### src/rtl/sakc_pkg.sv
// Package for the sorted array key counter.
// Holds field widths, the item mode codes, the controller state type and the
// command and status structs shared by the controller and the datapath.
package sakc_pkg;

  localparam int MODE_W  = 2;
  localparam int VALUE_W = 32;
  localparam int COUNT_W = 11;

  typedef enum logic [MODE_W-1:0] {
    MODE_APPEND = 2'd0,
    MODE_QUERY  = 2'd1,
    MODE_CLEAR  = 2'd2
  } mode_e;

  typedef enum logic [2:0] {
    ST_IDLE,
    ST_LB_RD,
    ST_LB_CMP,
    ST_HIT_CMP,
    ST_UB_RD,
    ST_UB_CMP,
    ST_EMIT
  } state_e;

  // Commands from the controller to the datapath.
  typedef struct packed {
    logic append;    // write the input value at the end of the table
    logic clear;     // empty the table
    logic start;     // latch the key, open the window, zero the result
    logic rd_mid;    // read the entry at the window midpoint
    logic rd_low;    // read the entry at the lower bound and latch it
    logic step;      // narrow the window from the read entry
    logic strict;    // step compares with "greater than key"
    logic restart;   // reopen the window for the second search
    logic res_diff;  // result is the distance between the two bounds
    logic out_load;  // move the result into the output register
  } cmd_t;

  // Status from the datapath to the controller.
  typedef struct packed {
    logic fill_zero;
    logic search_done;
    logic key_hit;
  } status_t;

endpackage

### src/rtl/sakc_ctrl.sv
// Controller of the sorted array key counter: sequences appends, clears and
// the two binary searches of a query. Depends on sakc_pkg.
module sakc_ctrl (
  input  logic                        clk_i,
  input  logic                        rst_ni,
  input  logic                        in_valid_i,
  input  logic [sakc_pkg::MODE_W-1:0] in_mode_i,
  output logic                        in_ready_o,
  input  logic                        out_ready_i,
  output logic                        out_valid_o,
  input  sakc_pkg::status_t           status_i,
  output sakc_pkg::cmd_t              cmd_o
);
  import sakc_pkg::*;

  state_e state_q, state_d;
  logic   out_valid_q, out_valid_d;
  logic   slot_free;
  mode_e  mode;

  assign mode      = mode_e'(in_mode_i);
  assign slot_free = !out_valid_q || out_ready_i;

  always_comb begin
    state_d = state_q;
    unique case (state_q)
      ST_IDLE: begin
        if (in_valid_i && (mode == MODE_QUERY)) begin
          state_d = status_i.fill_zero ? ST_EMIT : ST_LB_RD;
        end
      end
      ST_LB_RD:   state_d = status_i.search_done ? ST_HIT_CMP : ST_LB_CMP;
      ST_LB_CMP:  state_d = ST_LB_RD;
      ST_HIT_CMP: state_d = status_i.key_hit ? ST_UB_RD : ST_EMIT;
      ST_UB_RD:   state_d = status_i.search_done ? ST_EMIT : ST_UB_CMP;
      ST_UB_CMP:  state_d = ST_UB_RD;
      ST_EMIT: begin
        if (slot_free) begin
          state_d = ST_IDLE;
        end
      end
      default: state_d = ST_IDLE;
    endcase
  end

  always_comb begin
    cmd_o      = '0;
    in_ready_o = 1'b0;
    unique case (state_q)
      ST_IDLE: begin
        in_ready_o = 1'b1;
        if (in_valid_i) begin
          unique case (mode)
            MODE_APPEND: cmd_o.append = 1'b1;
            MODE_QUERY:  cmd_o.start  = 1'b1;
            MODE_CLEAR:  cmd_o.clear  = 1'b1;
            default:     cmd_o        = '0;
          endcase
        end
      end
      ST_LB_RD: begin
        if (status_i.search_done) begin
          cmd_o.rd_low = 1'b1;
        end else begin
          cmd_o.rd_mid = 1'b1;
        end
      end
      ST_LB_CMP: cmd_o.step = 1'b1;
      ST_HIT_CMP: begin
        if (status_i.key_hit) begin
          cmd_o.restart = 1'b1;
        end
      end
      ST_UB_RD: begin
        if (status_i.search_done) begin
          cmd_o.res_diff = 1'b1;
        end else begin
          cmd_o.rd_mid = 1'b1;
        end
      end
      ST_UB_CMP: begin
        cmd_o.step   = 1'b1;
        cmd_o.strict = 1'b1;
      end
      ST_EMIT: cmd_o.out_load = slot_free;
      default: cmd_o = '0;
    endcase
  end

  always_comb begin
    out_valid_d = out_valid_q;
    if (cmd_o.out_load) begin
      out_valid_d = 1'b1;
    end else if (out_ready_i) begin
      out_valid_d = 1'b0;
    end
  end

  assign out_valid_o = out_valid_q;

  always_ff @(posedge clk_i or negedge rst_ni) begin
    if (!rst_ni) begin
      state_q     <= ST_IDLE;
      out_valid_q <= 1'b0;
    end else begin
      state_q     <= state_d;
      out_valid_q <= out_valid_d;
    end
  end

endmodule

### config.mk
export PLATFORM = sky130hd
export DESIGN_NAME = sakc_ctrl
export DESIGN_NICKNAME = d
export VERILOG_FILES = /design/src/rtl/sakc_pkg.sv /design/src/rtl/sakc_ctrl.sv
export SDC_FILE = /design/constraint.sdc
export NUM_CORES = 1
export LEC_CHECK = 0
export BUFFER_PORTS_ARGS = -buffer_cell sky130_fd_sc_hd__clkbuf_2
export CELL_PAD_IN_SITES_DETAIL_PLACEMENT = 1
export CELL_PAD_IN_SITES_GLOBAL_PLACEMENT = 2
export CORE_MARGIN = 2
export CORE_UTILIZATION = 20
export DETAILED_ROUTE_END_ITERATION = 8
export GPL_TIMING_DRIVEN = 0
export MAX_ROUTING_LAYER = met4
export PLACE_DENSITY_LB_ADDON = 0.3
export SYNTH_ARGS = -nofsm -noshare
export SYNTH_HDL_FRONTEND = slang
export SYNTH_SLANG_ARGS = --single-unit
### constraint.sdc
create_clock -name clk_i -period 1.74 [get_ports clk_i]
set_input_delay 0.261 -clock clk_i [delete_from_list [all_inputs] [get_ports clk_i]]
set_output_delay 0.261 -clock clk_i [all_outputs]
set_load 0.1 [all_outputs]
==> summary.md <==
| Metric | Value |
|---|---|
| Antenna diode count | `0` |
| DR pass1 iterations | `1` |
| Ys Warns | `0` |
| Root buffer cell | `clkbuf_4` |
| Final setup margin | `-0.161 ns` |
| Share of cells above drive strength 1 | `65.4%` |
| Setup tns final | `-0.370 ns` |
| Relative slew slack | `64.2%` |
| CP Class | `flop to primary output` |
| Die X | `46.7 µm` |
| Die ar. | `2180 µm²` |
| Synth cell types | `26` |
| Reg2Reg Setup Slack | `0.33 ns` |
| Worst R2R End | `state_q[0]` |
| Antenna-violating nets left | `0` |
| Mapped Cells | `47` |
| Vias per inst | `4.43` |
| Worst Max-Slew Pin Slew | `0.539 ns` |
| Final Hold Fails | `0` |
| Net Count, Synth | `56` |
| #FFs+latches synth | `4` |
| Sequential standard cell area | `101 µm²` |
| Clk sinks | `4` |
| Final Skew | `0.000154 ns` |
| Hold crit path type | `primary input to flop` |
| Largest net degree at the start of global routing | `11` |
| Vias in the first global route | `449` |
| Sequential share of the synthesized area | `27.4%` |
| Critical path fanouts, max | `7` |
| CP endpoint | `cmd_o[8]` |
| Final count of pins violating max slew | `0` |
| Worst r2r path cells | `6` |
| FILL cells | `210` |
| Initial antenna violation count | `0` |
| Data arrival, critical path | `1.64 ns` |
| Reg clk slew, reported paths | `0.04 ns` |
| DP HPWL | `796 µm` |
| Time the worst path needs with I/O delays and setup | `1.90 ns` |
| Total GRT Usage | `14.4%` |
| Vias post-DR | `456` |
| Mean Syn Cell Area | `7.77 µm²` |
| Max stage delay on crit path | `0.39 ns` |
| CP endpoint kind | `primary output` |
| Multi-input logic area | `295 µm²` |
| Core area | `1730 µm²` |
| CTS H-tree depth | `1` |
| Die Y | `46.7 µm` |
| Remaining global-route overflow | `0` |
| Clk_lat worst skew | `0.23 ns` |
| Final setup vio count | `4` |
| Drt initial violations | `0` |
| Nets | `89` |
| Buffers on Ports | `20` |
| IO Count | `21` |
| RSZ-0062 raised after global routing | `yes` |
| R2R Path Start | `state_q[2]` |
| CP Launch Point | `state_q[2]` |
| Synthesized cell area | `365 µm²` |
| # DRC | `0` |
| CTS tree | `built` |
| Most frequent cells in the layout | `clkbuf_2 (9), buf_4 (8), nand2_1 (5), clkbuf_4 (5)` |
| Final Cycle Share | `109%` |
| Critical path, cell by cell | `buf_6, or3_4, inv_2, and4b_4, clkbuf_16` |
| CTS max path bufs | `2` |
| Max Fclk | `0.526 GHz` |
| WL final | `1350 µm` |
| Initial Util | `21.2%` |
| Synth-to-layout area growth | `113%` |
| Global-route wire length before repair | `2080 µm` |
| RePlAce Congestion | `0.748` |
| Worst setup SP type | `flop` |
| Outcome | `finished with violations` |
| Cts bufs inserted | `3` |
| Failing checks | `negative setup slack` |
| Setup WS pre-CTS | `-0.150 ns` |
| Max_cap viols | `0` |
| Critical Path RT | `1.48 ns` |
| Routed wire length per instance | `13.1 µm` |
| FP Rows | `15` |
| Critical-path top delay cell | `or3_4` |
| Commonest non-fill, non-tap cell in the layout | `clkbuf_2` |
==> worst min-delay path by stage <==
stage                     start     endpoint  slack, ns  cells past startpoint
floorplan                rst_ni  out_valid_o      -0.03                      0
global placement         rst_ni  out_valid_o       0.07                      1
detailed placement       rst_ni  out_valid_o       0.07                      1
CTS                 out_ready_i  out_valid_o       0.35                      3
global route             rst_ni  out_valid_o       0.40                      2
finish              status_i[1]   state_q[1]       0.37                      3
==> what timing repair did <==
action                     in CTS  in global routing
gates resized for setup        23                 16
setup buffers                   2                  5
setup endpoints to repair      11                 10
hold endpoints to repair        4                  0
gates cloned                    1                  0
hold buffers                    1                  0
pin swaps                       2                  2
==> layout make-up <==
type	instances	share of cell area [%]
Buffer	3	3.53
Sequential cell	4	13.0
Tap cell	25	4.01
Inverter	2	0.963
Multi-Input combinational cell	37	37.9
Timing Repair Buffer	29	37.7
Clock buffer	3	2.89
==> critical path, delay by kind of cell (launching register included) <==
family	cells	cell delay [ns]
buf+inv	3	0.41
flops	1	0.36
simple gates	2	0.63
==> cells in the mapped netlist, drive strengths merged <==
library cell / n / area (µm²)
a22oi: 1 / 7.51
a31oi: 2 / 12.5
and2: 1 / 6.26
and2b: 1 / 7.51
and3: 1 / 6.26
and3b: 2 / 17.5
and4b: 1 / 10.0
buf: 4 / 28.8
dfrtp: 4 / 100
inv: 2 / 7.50
mux2i: 1 / 10.0
nand2: 6 / 22.5
nand2b: 1 / 6.26
nand3b: 1 / 7.51
nor2: 5 / 18.8
nor2b: 3 / 18.8
nor3: 2 / 10.0
nor3b: 1 / 7.51
nor4b: 1 / 15.0
o211ai: 1 / 7.51
o21ai: 4 / 20.0
o22ai: 1 / 6.26
or3: 1 / 11.3
==> state kept, by name, summed over array words and instances, names as in the netlist <==
name / flops
out_valid_o: 1
state_q: 3
==> routing by layer <==
layer / GRT usage [%] / wire length (µm)
met4: 10.0 / 0
met1: 18.4 / 532
met2: 22.5 / 791
met3: 0 / 28
met5: - / 0
==> per-stage QoR <==
| stage | instances | hold WS [ns] | utilization [%] | cell area, µm² |
|---|---|---|---|---|
| 6_report | 103 | 0.370 | 45.1 | 779 |
| 4_1_cts | 99 | 0.353 | 40.8 | 704 |
| 2_1_floorplan | 47 | -0.0346 | - | 412 |
| 3_3_place_gp | 92 | 0.0679 | 31.4 | 543 |
| 3_5_place_dp | 92 | 0.0707 | 31.4 | 543 |
| 5_1_grt | 103 | 0.398 | 45.1 | 779 |
==> cell families (layout without fill, tap and decap cells) <==
logic type	Yosys count	count (layout)	share of synthesized area [%]
muxes	1	1	2.74
and+or+nand+nor	27	27	45.2
DFF	4	4	27.4
buffers and inverters	6	37	9.93
AOI/OAI and AO/OA	9	9	14.7
Power is left out: the tool's default activity adds up to more than one toggle a clock period on the data nets, which glitch-free logic cannot reach.
